**src/rtl/escape_time_fractal_pixel_assert.svh**
```systemverilog
// Assertion macros used by the escape-time pixel controller (etfp_ctrl).
// Both macros sample on clk_i and are disabled while rst_ni is low.
`ifndef ESCAPE_TIME_FRACTAL_PIXEL_ASSERT_SVH
`define ESCAPE_TIME_FRACTAL_PIXEL_ASSERT_SVH

// Same-cycle implication.
`define ETFP_ASSERT_IMP(lbl, ante, cons, msg) \
  lbl: assert property (@(posedge clk_i) disable iff (!rst_ni) (ante) |-> (cons)) \
    else $error(msg);

// Next-cycle implication.
`define ETFP_ASSERT_NXT(lbl, ante, cons, msg) \
  lbl: assert property (@(posedge clk_i) disable iff (!rst_ni) (ante) |=> (cons)) \
    else $error(msg);

`endif

```
**src/rtl/etfp_pkg.sv**
```systemverilog
// Shared types and constants for the escape-time pixel block.
// No dependencies.
package etfp_pkg;

  localparam int FRAC_BITS_DEF  = 28;
  localparam int PIXEL_BITS_DEF = 11;
  localparam int PIX_PORT_W     = 11;
  localparam int PIX_MAX_W      = 14;

  localparam int CFG_IDX_W  = 3;
  localparam int CFG_DATA_W = 32;

  localparam logic [CFG_IDX_W-1:0] REG_PIXEL_STEP   = 3'd0;
  localparam logic [CFG_IDX_W-1:0] REG_ORIGIN_RE    = 3'd1;
  localparam logic [CFG_IDX_W-1:0] REG_ORIGIN_IM    = 3'd2;
  localparam logic [CFG_IDX_W-1:0] REG_ESCAPE_LIMIT = 3'd3;
  localparam logic [CFG_IDX_W-1:0] REG_MAX_ITER     = 3'd4;
  localparam logic [CFG_IDX_W-1:0] REG_FRACTAL_KIND = 3'd5;

  localparam logic [30:0]        RST_PIXEL_STEP   = 31'd958698;
  localparam logic signed [31:0] RST_ORIGIN_RE    = -32'sd239674514;
  localparam logic signed [31:0] RST_ORIGIN_IM    = -32'sd119837257;
  localparam logic [30:0]        RST_ESCAPE_LIMIT = 31'd1073741824;
  localparam logic [7:0]         RST_MAX_ITER     = 8'd255;
  localparam logic               RST_FRACTAL_KIND = 1'b0;

  localparam logic [7:0] PAL_RED   = 8'd30;
  localparam logic [7:0] PAL_GREEN = 8'd10;
  localparam logic [7:0] PAL_BLUE  = 8'd15;

  typedef struct packed {
    logic [30:0]        pixel_step;
    logic signed [31:0] origin_re;
    logic signed [31:0] origin_im;
    logic [30:0]        escape_limit;
    logic [7:0]         max_iter;
    logic               fractal_kind;
  } etfp_cfg_t;

  // Commands from the controller to the datapath.
  typedef struct packed {
    logic load;
    logic map_mul;
    logic map_add;
    logic sq_mul;
    logic update;
  } etfp_cmd_t;

  // Status from the datapath to the controller.
  typedef struct packed {
    logic stop;
  } etfp_sts_t;

endpackage

```
**src/rtl/etfp_cfg.sv**
```systemverilog
// Configuration register file for the escape-time pixel block.
// Depends on etfp_pkg.
module etfp_cfg (
  input  logic                               clk_i,
  input  logic                               rst_ni,
  input  logic                               cfg_valid_i,
  output logic                               cfg_ready_o,
  input  logic [etfp_pkg::CFG_IDX_W-1:0]     cfg_index_i,
  input  logic [etfp_pkg::CFG_DATA_W-1:0]    cfg_data_i,
  output etfp_pkg::etfp_cfg_t                cfg_o
);
  import etfp_pkg::*;

  etfp_cfg_t cfg_q, cfg_d;

  assign cfg_ready_o = 1'b1;
  assign cfg_o       = cfg_q;

  always_comb begin
    cfg_d = cfg_q;
    if (cfg_valid_i) begin
      unique case (cfg_index_i)
        REG_PIXEL_STEP:   cfg_d.pixel_step   = cfg_data_i[30:0];
        REG_ORIGIN_RE:    cfg_d.origin_re    = $signed(cfg_data_i);
        REG_ORIGIN_IM:    cfg_d.origin_im    = $signed(cfg_data_i);
        REG_ESCAPE_LIMIT: cfg_d.escape_limit = cfg_data_i[30:0];
        REG_MAX_ITER:     cfg_d.max_iter     = cfg_data_i[7:0];
        REG_FRACTAL_KIND: cfg_d.fractal_kind = cfg_data_i[0];
        default:          cfg_d = cfg_q;  // drop writes to unmapped indexes
      endcase
    end
  end

  always_ff @(posedge clk_i or negedge rst_ni) begin
    if (!rst_ni) begin
      cfg_q.pixel_step   <= RST_PIXEL_STEP;
      cfg_q.origin_re    <= RST_ORIGIN_RE;
      cfg_q.origin_im    <= RST_ORIGIN_IM;
      cfg_q.escape_limit <= RST_ESCAPE_LIMIT;
      cfg_q.max_iter     <= RST_MAX_ITER;
      cfg_q.fractal_kind <= RST_FRACTAL_KIND;
    end else begin
      cfg_q <= cfg_d;
    end
  end

endmodule

```
**config.mk**
```make
export PLATFORM = sky130hd
export DESIGN_NAME = etfp_cfg
export DESIGN_NICKNAME = d
export VERILOG_FILES = /design/src/rtl/escape_time_fractal_pixel_assert.svh /design/src/rtl/etfp_pkg.sv /design/src/rtl/etfp_cfg.sv
export SDC_FILE = /design/constraint.sdc
export NUM_CORES = 1
export LEC_CHECK = 0
export BUFFER_PORTS_ARGS = -buffer_cell sky130_fd_sc_hd__buf_4
export CAP_MARGIN = 20
export CELL_PAD_IN_SITES_DETAIL_PLACEMENT = 1
export CELL_PAD_IN_SITES_GLOBAL_PLACEMENT = 2
export CORE_MARGIN = 2
export CORE_UTILIZATION = 38
export CTS_CLUSTER_DIAMETER = 40
export DETAILED_ROUTE_END_ITERATION = 10
export PLACE_DENSITY_LB_ADDON = 0.1
export SLEW_MARGIN = 5
export SYNTH_ARGS = -nofsm -noshare
export SYNTH_HDL_FRONTEND = slang
export SYNTH_SLANG_ARGS = --single-unit
```
**constraint.sdc**
```tcl
create_clock -name clk_i -period 1.7 [get_ports clk_i]
set_input_delay 0.085 -clock clk_i [delete_from_list [all_inputs] [get_ports clk_i]]
set_output_delay 0.085 -clock clk_i [all_outputs]
set_load 0.02 [all_outputs]
```
==> results.md <==
* Outcome: finished, final reports clean
* Total gr overflow at 0
* Cell row count at 43
* Antenna violations before repair at 0
* First drt pass iteration count at 4
* Overall global routing resource usage at 0.184
* Die Area at 0.0150 sq mm
* Initial Utilization at 0.387
* CTS buffer count at 17
* Placer Congestion at 0.723
* Final Skew at 0 ps
* CTS root buf: clkbuf_16
* CP Launch Point: cfg_o[111]$_DFFE_PN1P_
* Sink Count at 135
* Synth Cell Area at 0.00533 sq mm
* Clk_lat worst skew at 410 ps
* CTS tree: yes
* FF/Latch Area at 0.00346 sq mm
* Worst Setup EP: cfg_o[111]
* Post-Syn Area per Cell at 18.2 sq um
* Fmax at 852 MHz
* Initial DRC Count at 64
* Reg2reg path depth at 1
* VDD IR max at 0.673 mV
* CP delay by family, top: flip-flops
* CP Capture Type: output pin
* DPL Wire Length at 8630 microns
* Distinct cell type count after synthesis at 14
* Setup violations, final at 0
* Fill cells at 1325
* Vias after detailed routing at 3318
* CP startpoint kind: flop
* Routed len/inst at 18.6 microns
* Global-route wire length before repair at 20400 microns
* Pin count of the biggest net entering global routing at 42
* Mapped Cells at 293
* Cell Int Power at 7.92 mW
* Worst R2R Setup Slack at 920 ps
* Final WL at 13100 microns
* Max_cap viols at 0
* Multi-input gate area at 0.00174 sq mm
* P_leak at 3.52 nW
* # diodes at 0
* Max stage delay on crit path at 540 ps
* Port Buffers at 172
* WP buf/inv at 1
* Largest register FFs at 135
* R2R Path End: cfg_o[126]$_DFFE_PN0P_
* Final Hold Vio Count at 0
* Maximum net fanout on the critical path at 2
* Critical path type: reg -> out
* Core area at 0.0138 sq mm
* Worst Path Required at 1620 ps
* Slowest cell on the critical path: dfstp_2
* Hold WC Path Type: in -> reg
* Post-CTS Setup Inserts at 0
* Clk pwr share at 0.304
* Area growth syn-to-layout at 45.2%
* Final net count at 550
* Syn nets at 331
* Seq/Total Area, Yosys at 0.649
* Final TNS setup at 0 ps
* Final period utilization at 0.690
* Syn. warnings at 0
* Vias per cell at 4.71
* Vias in the first global route at 3663
* IO Pins at 174
* Seq pwr share at 0.407
* Post-DRT Antenna Nets at 0
* Max-slew violation count at 0
* Net Sw Frac at 0.293
* DRC at 0
* Comb power frac at 0.289
* Die Span X at 122 microns
* WP depth at 1
* Die H at 122 microns
* Critical path, cell by cell: buf_4
* Post-Layout Cell Count at 705
* Clock-pin slew on the worst setup and hold paths at 50 ps
* Placed cells at 640
* Flops & latches, synth at 135
* Power Dens Cells at 1450 mW/mm^2
* P_sw at 3.28 mW
* CP Data Arrival Time at 1090 ps
* H-tree depth at 4
* R2r startpoint: cfg_o[126]$_DFFE_PN0P_
* RSZ-0062 raised after global routing: no
* Final Critical Period at 1170 ps
* Layout cells sized above 1 at 0.775
* Bufs on Longest Clock Path at 2
## synth_stat cells
| cell type | instances | area, sq um |
|---|---|---|
| dfrtp_1 | 73 | 1830 |
| conb_1 | 1 | 3.75 |
| buf_6 | 3 | 33.8 |
| nor4bb_1 | 2 | 20.0 |
| buf_4 | 6 | 45.0 |
| mux2_2 | 101 | 1140 |
| mux2_1 | 4 | 45.0 |
| nand4b_1 | 2 | 17.5 |
| buf_2 | 4 | 20.0 |
| and4bb_2 | 1 | 12.5 |
| buf_12 | 3 | 60.1 |
| dfstp_2 | 62 | 1630 |
| mux2_4 | 30 | 450 |
| nor4b_4 | 1 | 23.8 |
## per-layer routing
metal | track usage | up-vias | wire length [microns]
met5 | 0 | - | 0
met4 | 0.0733 | 0 | 222
met3 | 0.0716 | 17 | 964
met2 | 0.288 | 111 | 6330
met1 | 0.230 | 1707 | 5570
li1 | - | 1483 | -
## how the worst min path moves through the flow
stage | cells past startpoint | to | slack, ps | start
finish | 3 | cfg_o[0]$_DFFE_PN0P_ | 80 | cfg_valid_i
global route | 3 | cfg_o[0]$_DFFE_PN0P_ | 80 | cfg_valid_i
CTS | 3 | cfg_o[0]$_DFFE_PN0P_ | 70 | cfg_valid_i
detailed placement | 1 | cfg_o[37]$_DFFE_PN0P_ | 40 | rst_ni
global placement | 1 | cfg_o[37]$_DFFE_PN0P_ | 40 | rst_ni
floorplan | 0 | cfg_o[0]$_DFFE_PN0P_ | -210 | rst_ni
## cell families (layout without fill, tap and decap cells)
logic type	after synthesis	after routing	synth area share
buf+inv	16	248	0.0298
flops	135	135	0.649
mux	135	135	0.307
other cells	1	1	0.000704
simple gates	6	6	0.0139
## stage by stage
step / cell area, sq um / utilization / hold slack [ps] / setup slack, ps / total power [mW]
after detailed placement: 6850 / 0.497 / 44.9 / 296 / 7.82
after global placement: 6850 / 0.497 / 43.3 / 327 / 7.74
after floorplan: 5330 / - / -211 / 604 / 6.25
after global routing: 7730 / 0.561 / 82.9 / 477 / 11.7
after CTS: 7730 / 0.561 / 66.6 / 500 / 11.4
final: 7730 / 0.561 / 78.6 / 526 / 11.2
## cell type report
| class | instances | area share |
|---|---|---|
| clock buffers | 29 | 0.0699 |
| well taps | 180 | 0.0291 |
| multi-input cells | 142 | 0.225 |
| repair buffers | 216 | 0.227 |
| clock inverters | 3 | 0.00194 |
| flip-flops and latches | 135 | 0.447 |
## power by group through the flow
stage / logic (mW) / clock network (mW) / registers, mW
4_1_cts: 3.28 / 3.51 / 4.57
3_3_place_gp: 3.16 / 0 / 4.57
6_report: 3.23 / 3.40 / 4.56
2_1_floorplan: 0.779 / 0 / 5.47
3_5_place_dp: 3.21 / 0 / 4.61
5_1_grt: 3.42 / 3.65 / 4.67
## timing repair
| item | in CTS | in global routing |
|---|---|---|
| resized for setup | 0 | 0 |
| endpoints found under the hold margin | 205 | 0 |
| hold buffers | 33 | 0 |
## placed cells by master (no fill, tap or decap)
cell,n
nand4b_1,2
buf_12,4
mux2_1,4
clkbuf_8,7
mux2_2,101
conb_1,1
nor4b_4,1
dfstp_2,62
and4bb_2,1
dfrtp_1,73
clkinv_2,3
nor4bb_4,2
mux2_4,30
clkbuf_1,5
clkbuf_16,17
buf_4,179
dlygate4sd3_1,33
Note: power is estimated with default switching activity, not from simulation.
