## src/rtl/escape_time_fractal_pixel_assert.svh

```systemverilog
// Assertion macros used by the escape-time pixel controller (etfp_ctrl).
// Both macros sample on clk_i and are disabled while rst_ni is low.
`ifndef ESCAPE_TIME_FRACTAL_PIXEL_ASSERT_SVH
`define ESCAPE_TIME_FRACTAL_PIXEL_ASSERT_SVH

// Same-cycle implication.
`define ETFP_ASSERT_IMP(lbl, ante, cons, msg) \
  lbl: assert property (@(posedge clk_i) disable iff (!rst_ni) (ante) |-> (cons)) \
    else $error(msg);

// Next-cycle implication.
`define ETFP_ASSERT_NXT(lbl, ante, cons, msg) \
  lbl: assert property (@(posedge clk_i) disable iff (!rst_ni) (ante) |=> (cons)) \
    else $error(msg);

`endif

```

## src/rtl/etfp_pkg.sv

```systemverilog
// Shared types and constants for the escape-time pixel block.
// No dependencies.
package etfp_pkg;

  localparam int FRAC_BITS_DEF  = 28;
  localparam int PIXEL_BITS_DEF = 11;
  localparam int PIX_PORT_W     = 11;
  localparam int PIX_MAX_W      = 14;

  localparam int CFG_IDX_W  = 3;
  localparam int CFG_DATA_W = 32;

  localparam logic [CFG_IDX_W-1:0] REG_PIXEL_STEP   = 3'd0;
  localparam logic [CFG_IDX_W-1:0] REG_ORIGIN_RE    = 3'd1;
  localparam logic [CFG_IDX_W-1:0] REG_ORIGIN_IM    = 3'd2;
  localparam logic [CFG_IDX_W-1:0] REG_ESCAPE_LIMIT = 3'd3;
  localparam logic [CFG_IDX_W-1:0] REG_MAX_ITER     = 3'd4;
  localparam logic [CFG_IDX_W-1:0] REG_FRACTAL_KIND = 3'd5;

  localparam logic [30:0]        RST_PIXEL_STEP   = 31'd958698;
  localparam logic signed [31:0] RST_ORIGIN_RE    = -32'sd239674514;
  localparam logic signed [31:0] RST_ORIGIN_IM    = -32'sd119837257;
  localparam logic [30:0]        RST_ESCAPE_LIMIT = 31'd1073741824;
  localparam logic [7:0]         RST_MAX_ITER     = 8'd255;
  localparam logic               RST_FRACTAL_KIND = 1'b0;

  localparam logic [7:0] PAL_RED   = 8'd30;
  localparam logic [7:0] PAL_GREEN = 8'd10;
  localparam logic [7:0] PAL_BLUE  = 8'd15;

  typedef struct packed {
    logic [30:0]        pixel_step;
    logic signed [31:0] origin_re;
    logic signed [31:0] origin_im;
    logic [30:0]        escape_limit;
    logic [7:0]         max_iter;
    logic               fractal_kind;
  } etfp_cfg_t;

  // Commands from the controller to the datapath.
  typedef struct packed {
    logic load;
    logic map_mul;
    logic map_add;
    logic sq_mul;
    logic update;
  } etfp_cmd_t;

  // Status from the datapath to the controller.
  typedef struct packed {
    logic stop;
  } etfp_sts_t;

endpackage

```

## src/rtl/etfp_ctrl.sv

```systemverilog
// Controller state machine: sequences mapping, squaring and update steps.
// Depends on etfp_pkg and the assertion macro header.
`include "escape_time_fractal_pixel_assert.svh"

module etfp_ctrl (
  input  logic                 clk_i,
  input  logic                 rst_ni,
  input  logic                 start_i,
  output logic                 busy_o,
  output logic                 done_o,
  input  etfp_pkg::etfp_sts_t  sts_i,
  output etfp_pkg::etfp_cmd_t  cmd_o
);
  import etfp_pkg::*;

  localparam logic [2:0] S_IDLE    = 3'd0;
  localparam logic [2:0] S_MAP_MUL = 3'd1;
  localparam logic [2:0] S_MAP_ADD = 3'd2;
  localparam logic [2:0] S_SQ      = 3'd3;
  localparam logic [2:0] S_UPD     = 3'd4;

  logic [2:0] state_q, state_d;
  logic       done_q, done_d;

  always_comb begin
    state_d = state_q;
    done_d  = 1'b0;
    cmd_o   = '0;
    unique case (state_q)
      S_IDLE: begin
        if (start_i) begin
          cmd_o.load = 1'b1;
          state_d    = S_MAP_MUL;
        end
      end
      S_MAP_MUL: begin
        cmd_o.map_mul = 1'b1;
        state_d       = S_MAP_ADD;
      end
      S_MAP_ADD: begin
        cmd_o.map_add = 1'b1;
        state_d       = S_SQ;
      end
      S_SQ: begin
        cmd_o.sq_mul = 1'b1;
        state_d      = S_UPD;
      end
      S_UPD: begin
        cmd_o.update = 1'b1;
        if (sts_i.stop) begin
          done_d  = 1'b1;
          state_d = S_IDLE;
        end else begin
          state_d = S_SQ;
        end
      end
      default: state_d = S_IDLE;
    endcase
  end

  always_ff @(posedge clk_i or negedge rst_ni) begin
    if (!rst_ni) begin
      state_q <= S_IDLE;
      done_q  <= 1'b0;
    end else begin
      state_q <= state_d;
      done_q  <= done_d;
    end
  end

  assign busy_o = (state_q != S_IDLE);
  assign done_o = done_q;

  `ETFP_ASSERT_IMP(a_done_in_idle, done_q, state_q == S_IDLE, "result strobe outside idle")
  `ETFP_ASSERT_NXT(a_done_single, done_q, !done_q, "result strobe longer than one cycle")
  `ETFP_ASSERT_NXT(a_start_maps, start_i && !busy_o, state_q == S_MAP_MUL, "start not taken")
  `ETFP_ASSERT_NXT(a_sq_then_upd, state_q == S_SQ, state_q == S_UPD, "square not followed by update")

endmodule
```

## config.mk

```make
export PLATFORM = sky130hd
export DESIGN_NAME = etfp_ctrl
export DESIGN_NICKNAME = d
export VERILOG_FILES = /design/src/rtl/etfp_pkg.sv /design/src/rtl/etfp_ctrl.sv
export VERILOG_INCLUDE_DIRS = /design/src /design/src/rtl
export SDC_FILE = /design/constraint.sdc
export NUM_CORES = 1
export LEC_CHECK = 0
export BUFFER_PORTS_ARGS = -buffer_cell sky130_fd_sc_hd__clkbuf_2
export CAP_MARGIN = 20
export CORE_AREA = 2 2 39 41
export CTS_CLUSTER_DIAMETER = 60
export DETAILED_ROUTE_END_ITERATION = 16
export DIE_AREA = 0 0 41 43
export GPL_ROUTABILITY_DRIVEN = 0
export GPL_TIMING_DRIVEN = 0
export PLACE_DENSITY = 0.46
export SYNTH_ARGS = -nofsm -noshare
export SYNTH_HDL_FRONTEND = slang
export SYNTH_SLANG_ARGS = --single-unit
export TNS_END_PERCENT = 5
```

## constraint.sdc

```tcl
create_clock -name clk_i -period 1.5 [get_ports clk_i]
set_input_delay 0.3 -clock clk_i [delete_from_list [all_inputs] [get_ports clk_i]]
set_output_delay 0.3 -clock clk_i [all_outputs]
set_load 0.005 [all_outputs]
```

==> qor.csv, run 1 <==
stage,metric,value,unit
global_route,globalRouteTotalUtil,0.0655,
floorplan,floorplan.rows,14,
floorplan,initial_utilization,0.168,
sta,postLayoutSetupSlackWorst,0.00830,ns
critical_path,worst_ep_arrival_time,1.19,ns
sta,setup_viol,0,
detailed_routing,num_vias,195,
clocking,htree_num_levels,1,
synthesis,ys_dominant_reg_cell,dfrtp_1,
detailed_routing,drtPass1Iterations,2,
synthesis,yosys.cell_count.top_type,dfrtp_1,
clocking,cts.root.buffer_cell,clkbuf_4,
synthesis,average_instance_area_after_synthesis,12.2,sq um
sta,final.period_utilization,0.994,
synthesis,postSynthNetCount,23,
synthesis,synth.lib_cells_used.distinct,13,
synthesis,edff_count_synth,0,
place,port_buffers,10,
critical_path,cp-end-kind,primary output,
synthesis,yosysSeqAreaShare,0.430,
global_route,antenna_found_initial,0,
critical_path,criticalPathCategory,flip-flop to primary output,
layout,antenna_cells_inserted,0,
critical_path,critical_path.max_fanout,4,
sta,final.setup_skew,0.00220,ns
floorplan,width_of_the_die,41,microns
floorplan,pin_count,11,
sta,unrepaired_setup_endpoints_after_global_routing,true,
detailed_routing,avgRoutedWirePerCell,8.85,microns
layout,finalCoreUtilization,0.270,
detailed_routing,number_of_antenna_violating_nets_in_the_routed_design,0,
clocking,sink_count,4,
synthesis,netlist_instances,19,
pwr,powerDensity,2100,nW/um^2
place,place.detailed.instances,45,
detailed_routing,detail_route.wirelength,460,microns
synthesis,post_synth_instance_area,233,sq um
detailed_routing,drt-initial-drc-count,1,
global_route,grt_start_max_net_pins,9,
clocking,clk-insertion-delay-late,0.23,ns
layout,layout.cells.non_filler,52,
pwr,power.leakage,0.177,nW
floorplan,fp.coreArea,1380,sq um
hold_path,worst_hold_path_type,input pin to flip-flop,
layout,n_fill_cell,157,
global_route,number_of_global_route_vias_before_repair,182,
job,cap_viol_max_count,0,
synthesis,synth.yosys.warnings,0,
layout,fin_nets,42,
synthesis,synth_top_area_frac,0.430,
layout,layout-drive-gt1-share,0.833,
sta,max_slew.worst_pin.slew,0.196,ns
floorplan,die_y,43,microns
detailed_routing,route.detailed.drc,0,
synthesis,synth_top_cells_by_area,"dfrtp_1 (43%), nor3b_2 (11%), o21ba_2 (8.6%), and2_2 (6.5%), nor2b_4 (5.9%)",
clocking,cts_tree,done,
sta,holdWs,0.326,ns
run_status,status,"finished, final reports clean",
pwr,vdd_ir_drop_max,530,uV
layout,signed_area_change_from_the_synthesized_netlist_to_the_final_layout,60.8,%
synthesis,synth_commonest_cells,"dfrtp_1 (4), and2_2 (2), nor3b_2 (2), o21ba_2 (2)",
synthesis,post_synthesis_async_set_or_reset_flop_share,1.00,
global_route,grt_pass1_wl,703,microns
synthesis,yosys_register_bits,4,
floorplan,die-area,1760,sq um
clocking,clkSlewWorstSetupHoldPaths,0.04,ns
sta,number_of_max_slew_violations_in_the_final_report,0,
place,place_worst_setup_slack,0.147,ns
sta,finalHoldViolCount,0,
clocking,cts_inserted_buffers,3,
sta,timing.slew.headroom,0.869,
pwr,finalPower,784,uW
critical_path,cp_data_required_time,1.20,ns
sta,achievable-frequency,670,MHz
detailed_routing,routed_via_density,3.75,
sta,timing.final.crit_period,1.49,ns
synthesis,netlist.top_cell.by_area,dfrtp_1,
global_route,gr_overflow_total,0,
clocking,clockBufferDepth,2,
critical_path,crit_path_start_kind,flip-flop,
## report_power, final
group          switching, mW  internal, mW
Clock                 0.0406        0.0892
Sequential            0.0343         0.161
Combinational          0.165         0.294
## sequential cells by signal, summed over array words and instances (netlist names)
register  cells
state_q       3
done_o        1
## routing by layer
metal | wire, microns | part of all wire | up-vias | global-route usage
met5 | 0 | 0 | - | 0
met4 | 0 | 0 | 0 | 0.0600
met3 | 54 | 0.12 | 0 | 0.0471
met2 | 198 | 0.43 | 9 | 0.0813
met1 | 207 | 0.45 | 85 | 0.0684
li1 | - | - | 101 | -
## layout make-up
cell class / count / area (sq um) / area share
clock buffers: 3 / 22.5 / 0.0602
inverters: 1 / 3.75 / 0.0100
multi-input cells: 14 / 129 / 0.344
flip-flops and latches: 4 / 104 / 0.278
well taps: 16 / 20.0 / 0.0535
repair buffers: 14 / 95.1 / 0.254
## timing repair
| item | in CTS | in global routing |
|---|---|---|
| hold endpoints to repair | 4 | 0 |
| endpoints found under the setup margin | 2 | 1 |
| setup buffers | 3 | 0 |
| resized for setup | 3 | 1 |
| hold buffers | 1 | 0 |
## critical path, stage by stage (launching register included)
cell and delay, ns:
dfrtp_2 0.41, or3_4 0.37, nor2_2 0.07, buf_2 0.11
## path summary, 6_finish.rpt
check,startpoint,endpoint,cells past startpoint,slack [ns]
setup / recovery,state_q[1],cmd_o[4],3,0.008
max in group asynchronous,rst_ni,state_q[0],2,0.95
min in group asynchronous,rst_ni,state_q[1],2,0.41
setup reg to reg,state_q[2],state_q[1],3,0.40
hold / removal,sts_i,done_o,2,0.33
hold reg to reg,state_q[0],state_q[2],2,0.65
## stage by stage
step	TNS, ns	area [sq um]
final	0	374
after global routing	-0.0590	374
after CTS	-0.0218	374
after detailed placement	0	303
after global placement	0	303
after floorplan	0	233
## cell usage in the layout, fill, tap and decap left out
| master | synthesis | routed |
|---|---|---|
| and2b_2 | 1 | 1 |
| dfrtp_2 | 0 | 3 |
| buf_2 | 0 | 1 |
| nor3b_1 | 1 | 1 |
| and2_2 | 2 | 2 |
| buf_4 | 0 | 2 |
| dfrtp_1 | 4 | 1 |
| or3_4 | 1 | 1 |
| dlygate4sd3_1 | 0 | 1 |
| buf_12 | 0 | 1 |
| clkbuf_4 | 0 | 3 |
| nor2_2 | 1 | 1 |
| o21ba_2 | 2 | 2 |
| o31a_2 | 1 | 1 |
| o21ai_0 | 1 | 1 |
| nor2b_4 | 1 | 1 |
| nor3b_2 | 2 | 2 |
| and2_1 | 1 | 1 |
| inv_1 | 1 | 1 |
| clkbuf_2 | 0 | 9 |
## logic make-up (layout without fill, tap and decap cells)
kind of cell	after synthesis	after routing	share of synthesized area
AOI/OAI and AO/OA	4	4	0.151
buffers and inverters	1	18	0.0161
DFF	4	4	0.430
and+or+nand+nor	10	10	0.403
Power figures use the tool's default switching activity.
==> run 2, diff against run 1 <==
--- a/config.mk
+++ b/config.mk
@@ -15,6 +15,7 @@
 export GPL_ROUTABILITY_DRIVEN = 0
 export GPL_TIMING_DRIVEN = 0
 export PLACE_DENSITY = 0.46
+export SETUP_SLACK_MARGIN = 0.15
 export SYNTH_ARGS = -nofsm -noshare
 export SYNTH_HDL_FRONTEND = slang
 export SYNTH_SLANG_ARGS = --single-unit
==> run 2 against run 1 <==
Effect of this change: cell area increased by 0.33%; worst hold slack about the same; final cell count unchanged; highest routed layer unchanged; largest cell class unchanged.
==> qor.csv, run 2 (synthesis gave the netlist of run 1 again) <==
stage,metric,value,unit,change
critical_path,critical_path.max_fanout,4,,unchanged
detailed_routing,drt-initial-drc-count,1,,unchanged
critical_path,worst_ep_arrival_time,1.19,ns,about the same
floorplan,floorplan.rows,14,,unchanged
layout,n_fill_cell,157,,unchanged
layout,largest_register_ffs,3,,unchanged
floorplan,initial_utilization,0.168,,unchanged
layout,layout.cells.non_filler,52,,unchanged
layout,area.sequential,104,sq um,unchanged
detailed_routing,drtPass1Iterations,2,,unchanged
layout,top_reg_by_flops,state_q,,
sta,holdWs,0.326,ns,+0.0000700 ns
sta,timing.final.crit_period,1.49,ns,-0.000200 ns
pwr,powerDensity,2110,nW/um^2,+0.78%
global_route,globalRouteTotalUtil,0.0655,,unchanged
clocking,cts.root.buffer_cell,clkbuf_4,,
job,cap_viol_max_count,0,,unchanged
sta,timing.slew.headroom,0.869,,unchanged
layout,layout_commonest_cell,clkbuf_2,,
layout,multi_input_area,130,sq um,+0.97%
hold_path,worst_hold_path_type,input pin to flip-flop,,
clocking,clkSlewWorstSetupHoldPaths,0.04,ns,about the same
sta,totalNegativeSetupSlack,0,ns,unchanged
floorplan,pin_count,11,,unchanged
sta,final.setup_skew,0.00214,ns,-0.0000639 ns
detailed_routing,avgRoutedWirePerCell,8.88,microns,+0.43%
place,port_buffers,10,,unchanged
detailed_routing,number_of_antenna_violating_nets_in_the_routed_design,0,,unchanged
sta,postLayoutSetupSlackWorst,0.00850,ns,+0.000200 ns
hold_path,holdPathStages,2,,unchanged
hold_path,hold-path-endpoint,done_o,,
clocking,cts_tree,done,,
floorplan,width_of_the_die,41,microns,unchanged
sta,finalHoldViolCount,0,,unchanged
global_route,number_of_global_route_vias_before_repair,182,,unchanged
detailed_routing,routed_via_density,3.75,,unchanged
layout,mostFrequentLayoutCells,"clkbuf_2 (8), clkbuf_4 (3), dfrtp_2 (3)",,
detailed_routing,detail_route.wirelength,462,microns,+0.43%
global_route,gr_overflow_total,0,,unchanged
pwr,power.leakage,0.179,nW,+1.0%
clocking,htree_num_levels,1,,unchanged
place,placed_cell_area,303,sq um,unchanged
detailed_routing,route.detailed.drc,0,,unchanged
global_route,antenna_found_initial,0,,unchanged
pwr,vdd_ir_drop_max,557,uV,+5.2%
critical_path,reg2reg_setup_slack,0.40,ns,about the same
critical_path,criticalPathCategory,flip-flop to primary output,,
clocking,clockBufferDepth,2,,unchanged
critical_path,cp_data_required_time,1.20,ns,about the same
floorplan,die_y,43,microns,unchanged
critical_path,reg2reg_to,state_q[1],,
sta,number_of_max_slew_violations_in_the_final_report,0,,unchanged
clocking,cts_inserted_buffers,3,,unchanged
sta,unrepaired_setup_endpoints_after_global_routing,true,,
layout,signed_area_change_from_the_synthesized_netlist_to_the_final_layout,61.3,%,
layout,fin_nets,42,,unchanged
sta,max_slew.worst_pin.slew,0.196,ns,unchanged
run_status,status,"finished, final reports clean",,
layout,layout-drive-gt1-share,0.833,,unchanged
place,place_worst_setup_slack,0.147,ns,unchanged
hold_path,holdCritStartpoint,sts_i,,
pwr,finalPower,793,uW,+1.1%
critical_path,crit_path_start_kind,flip-flop,,
floorplan,fp.coreArea,1380,sq um,unchanged
global_route,grt_pass1_wl,703,microns,unchanged
critical_path,cp-end-kind,primary output,,
sta,final.period_utilization,0.994,,about the same
critical_path,rr_startpoint,state_q[2],,
global_route,grt_start_max_net_pins,9,,unchanged
layout,final_area,375,sq um,+0.33%
clocking,clk-insertion-delay-late,0.23,ns,about the same
layout,finalCoreUtilization,0.271,,+0.000904
layout,antenna_cells_inserted,0,,unchanged
critical_path,r2r_cells,3,,unchanged
place,place.detailed.instances,45,,unchanged
floorplan,die-area,1760,sq um,unchanged
sta,achievable-frequency,670,MHz,about the same
clocking,sink_count,4,,unchanged
sta,setup_viol,0,,unchanged
detailed_routing,num_vias,195,,unchanged
## run 2: cell types whose count changed in the layout (fill, tap and decap cells not counted)
cell / delta
and2_2: -1
clkbuf_2: -1
buf_2: +1
and2_4: +1
## run 2: per-layer routing
layer | share of wire | global-route usage | vias to the layer above
met5 | 0 | 0 | -
li1 | - | - | 101
met3 | 0.12 | 0.0471 | 0
met2 | 0.43 | 0.0813 | 9
met4 | 0 | 0.0600 | 0
met1 | 0.45 | 0.0684 | 85
## run 2: worst max-delay path, cell delays in order, from the launching register on
cell	delay, ns
dfrtp_2	0.41
or3_4	0.37
nor2_2	0.07
buf_2	0.11
## run 2: timing repair
item	CTS	global route
hold buffers	1	0
pin swaps	2	2
resized for setup	4	2
gates cloned	0	0
setup buffers	3	0
endpoints found under the setup margin	6	6
endpoints found under the hold margin	4	0
## run 2: worst max path at each step
| stage | slack [ns] | from | cells after the start | to |
|---|---|---|---|---|
| 3_5_place_dp | 0.15 | state_q[0] | 3 | cmd_o[4] |
| 4_1_cts | -0.02 | state_q[1] | 3 | cmd_o[4] |
| 2_1_floorplan | 0.28 | state_q[0] | 2 | cmd_o[4] |
| 6_report | 0.009 | state_q[1] | 3 | cmd_o[4] |
| 5_1_grt | -0.06 | state_q[0] | 3 | cmd_o[4] |
| 3_3_place_gp | 0.17 | state_q[0] | 3 | cmd_o[4] |
## run 2: layout make-up
| class | instances | share of cell area |
|---|---|---|
| Multi-Input combinational cell | 14 | 0.347 |
| Sequential cell | 4 | 0.277 |
| Timing Repair Buffer | 14 | 0.253 |
| Inverter | 1 | 0.0100 |
| Clock buffer | 3 | 0.0600 |
| Tap cell | 16 | 0.0533 |
## run 2: report_power, final
part           switching, mW  internal, mW  leakage, nW
logic                  0.167         0.301        0.118
registers             0.0343         0.161       0.0474
clock network         0.0404        0.0892       0.0138
total                  0.242         0.551        0.179
==> run 3, diff against run 2 <==
--- a/config.mk
+++ b/config.mk
@@ -10,6 +10,7 @@
 export CAP_MARGIN = 20
 export CORE_AREA = 2 2 39 41
 export CTS_CLUSTER_DIAMETER = 60
+export CTS_CLUSTER_SIZE = 14
 export DETAILED_ROUTE_END_ITERATION = 16
 export DIE_AREA = 0 0 41 43
 export GPL_ROUTABILITY_DRIVEN = 0
==> constraint.sdc (replaced) <==
create_clock -name clk_i -period 1.85 [get_ports clk_i]
set_input_delay 0.37 -clock clk_i [delete_from_list [all_inputs] [get_ports clk_i]]
set_output_delay 0.37 -clock clk_i [all_outputs]
set_load 0.005 [all_outputs]
==> run 3 against run 2 <==
Effect of this change: cell area down 6.0%; utilization down 1.6 points; worst hold slack better by 0.071 ns; via count down 2.1%; setup slack better by 0.23 ns; die area unchanged; largest power group unchanged.
==> qor.csv, run 3 (synthesis gave the netlist of run 1 again) <==
stage,metric,value,unit,change
pwr,vdd_ir_drop_max,482,uV,-13%
clocking,clkSlewWorstSetupHoldPaths,0.04,ns,about the same
detailed_routing,route.detailed.drc,0,,unchanged
detailed_routing,routed_via_density,3.75,,-0.13%
place,place_worst_setup_slack,0.427,ns,+0.280 ns
pwr,powerDensity,1660,nW/um^2,-21%
pwr,finalPower,587,uW,-26%
clocking,cts_tree,done,,
layout,multi_input_area,129,sq um,-0.96%
sta,final.period_utilization,0.873,,
critical_path,cp-end-kind,primary output,,
layout,final_area,353,sq um,-6.0%
global_route,grt_pass1_wl,648,microns,-7.8%
critical_path,criticalPathCategory,flip-flop to primary output,,
clocking,sink_count,4,,unchanged
sta,setup_viol,0,,unchanged
critical_path,worst_ep_arrival_time,1.25,ns,+0.06 ns
sta,final.setup_skew,0.00216,ns,+0.0000246 ns
sta,timing.final.crit_period,1.62,ns,
sta,unrepaired_setup_endpoints_after_global_routing,false,,
run_status,status,"finished, final reports clean",,
critical_path,crit_path_cell_trace,"or3_4, nor2_2, clkbuf_2",,
critical_path,crit_path_max_incr_delay,0.44,ns,+0.03 ns
layout,signed_area_change_from_the_synthesized_netlist_to_the_final_layout,51.6,%,
layout,mostFrequentLayoutCells,"clkbuf_2 (10), clkbuf_4 (3)",,
floorplan,floorplan.rows,14,,unchanged
clocking,clockBufferDepth,2,,unchanged
sta,holdWs,0.398,ns,+0.0714 ns
place,placed_cell_area,303,sq um,unchanged
floorplan,initial_utilization,0.168,,unchanged
global_route,number_of_global_route_vias_before_repair,164,,-9.9%
layout,top_reg_by_flops,state_q,,
sta,max_slew.worst_pin.slew,0.219,ns,+0.0230 ns
global_route,grt_start_max_net_pins,10,,+1
detailed_routing,avgRoutedWirePerCell,8.80,microns,-0.91%
clocking,cts.root.buffer_cell,clkbuf_4,,
floorplan,fp.coreArea,1380,sq um,unchanged
global_route,gr_overflow_total,0,,unchanged
layout,area.sequential,103,sq um,-1.2%
layout,layout-drive-gt1-share,0.800,,-0.0333
pwr,power.leakage,0.169,nW,-5.3%
layout,antenna_cells_inserted,0,,unchanged
critical_path,cp_data_required_time,1.48,ns,+0.28 ns
layout,n_fill_cell,157,,unchanged
floorplan,width_of_the_die,41,microns,unchanged
layout,largest_register_ffs,3,,unchanged
sta,totalNegativeSetupSlack,0,ns,unchanged
clocking,htree_num_levels,1,,unchanged
sta,timing.slew.headroom,0.854,,-0.0150
critical_path,cp_max_delay_cell,dfrtp_2,,
floorplan,pin_count,11,,unchanged
sta,postLayoutSetupSlackWorst,0.235,ns,+0.226 ns
floorplan,die-area,1760,sq um,unchanged
global_route,antenna_found_initial,0,,unchanged
layout,layout_commonest_cell,clkbuf_2,,
sta,achievable-frequency,619,MHz,
sta,finalHoldViolCount,0,,unchanged
sta,number_of_max_slew_violations_in_the_final_report,0,,unchanged
detailed_routing,drt-initial-drc-count,2,,+1
detailed_routing,num_vias,191,,-2.1%
place,port_buffers,10,,unchanged
detailed_routing,number_of_antenna_violating_nets_in_the_routed_design,0,,unchanged
detailed_routing,drtPass1Iterations,2,,unchanged
layout,fin_nets,41,,-2.4%
critical_path,critical_path.max_fanout,7,,+3
critical_path,crit_path_start_kind,flip-flop,,
clocking,cts_inserted_buffers,3,,unchanged
global_route,globalRouteTotalUtil,0.0615,,-0.00403
detailed_routing,detail_route.wirelength,449,microns,-2.8%
clocking,clk-insertion-delay-late,0.23,ns,about the same
floorplan,die_y,43,microns,unchanged
job,cap_viol_max_count,0,,unchanged
hold_path,worst_hold_path_type,input pin to flip-flop,,
-- run 3: metrics by stage --
stage | utilization | instances
finish | 0.255 | 51
global route | 0.255 | 51
CTS | 0.242 | 49
detailed placement | 0.219 | 45
global placement | 0.219 | 45
floorplan | - | 19
-- run 3: power by group --
| part | switching [mW] | leakage [nW] | internal, mW |
|---|---|---|---|
| clock | 0.0329 | 0.0138 | 0.0724 |
| sequential | 0.0537 | 0.0488 | 0.129 |
| combinational | 0.100 | 0.107 | 0.199 |
-- run 3: worst paths after layout --
check	startpoint	endpoint	slack (ns)	cells past startpoint
max reg2reg	state_q[2]	state_q[1]	0.82	2
max in group asynchronous	rst_ni	state_q[0]	1.23	2
min	sts_i	done_o	0.40	2
min in group asynchronous	rst_ni	state_q[2]	0.48	2
max	state_q[1]	cmd_o[4]	0.23	3
min reg2reg	state_q[0]	state_q[2]	0.65	2
-- run 3: final cells by class --
cell class | count | share of cell area
clock buffers | 3 | 0.0638
flip-flops and latches | 4 | 0.291
inverters | 1 | 0.0106
well taps | 16 | 0.0567
repair buffers | 13 | 0.213
multi-input cells | 14 | 0.365
-- run 3: worst max-delay path, delay by kind of cell (launching register included) --
kind	cells	cell delay (ns)
AND/OR/NAND/NOR	2	0.46
buffers and inverters	1	0.11
flip-flops	1	0.44
-- run 3: repair_timing --
item / CTS / global route
buffers inserted: 0 / 2
resized for setup: 0 / 2
hold buffers: 1 / 0
endpoints found under the hold margin: 4 / 0
setup endpoints to repair: 0 / 1
-- run 3: layer usage --
metal,up-vias,routed length (microns),part of all wire,track usage
met1,81,208,0.46,0.0651
met4,0,0,0,0.0600
met3,0,54,0.12,0.0471
li1,101,-,-,-
met5,-,0,0,0
met2,9,187,0.42,0.0719
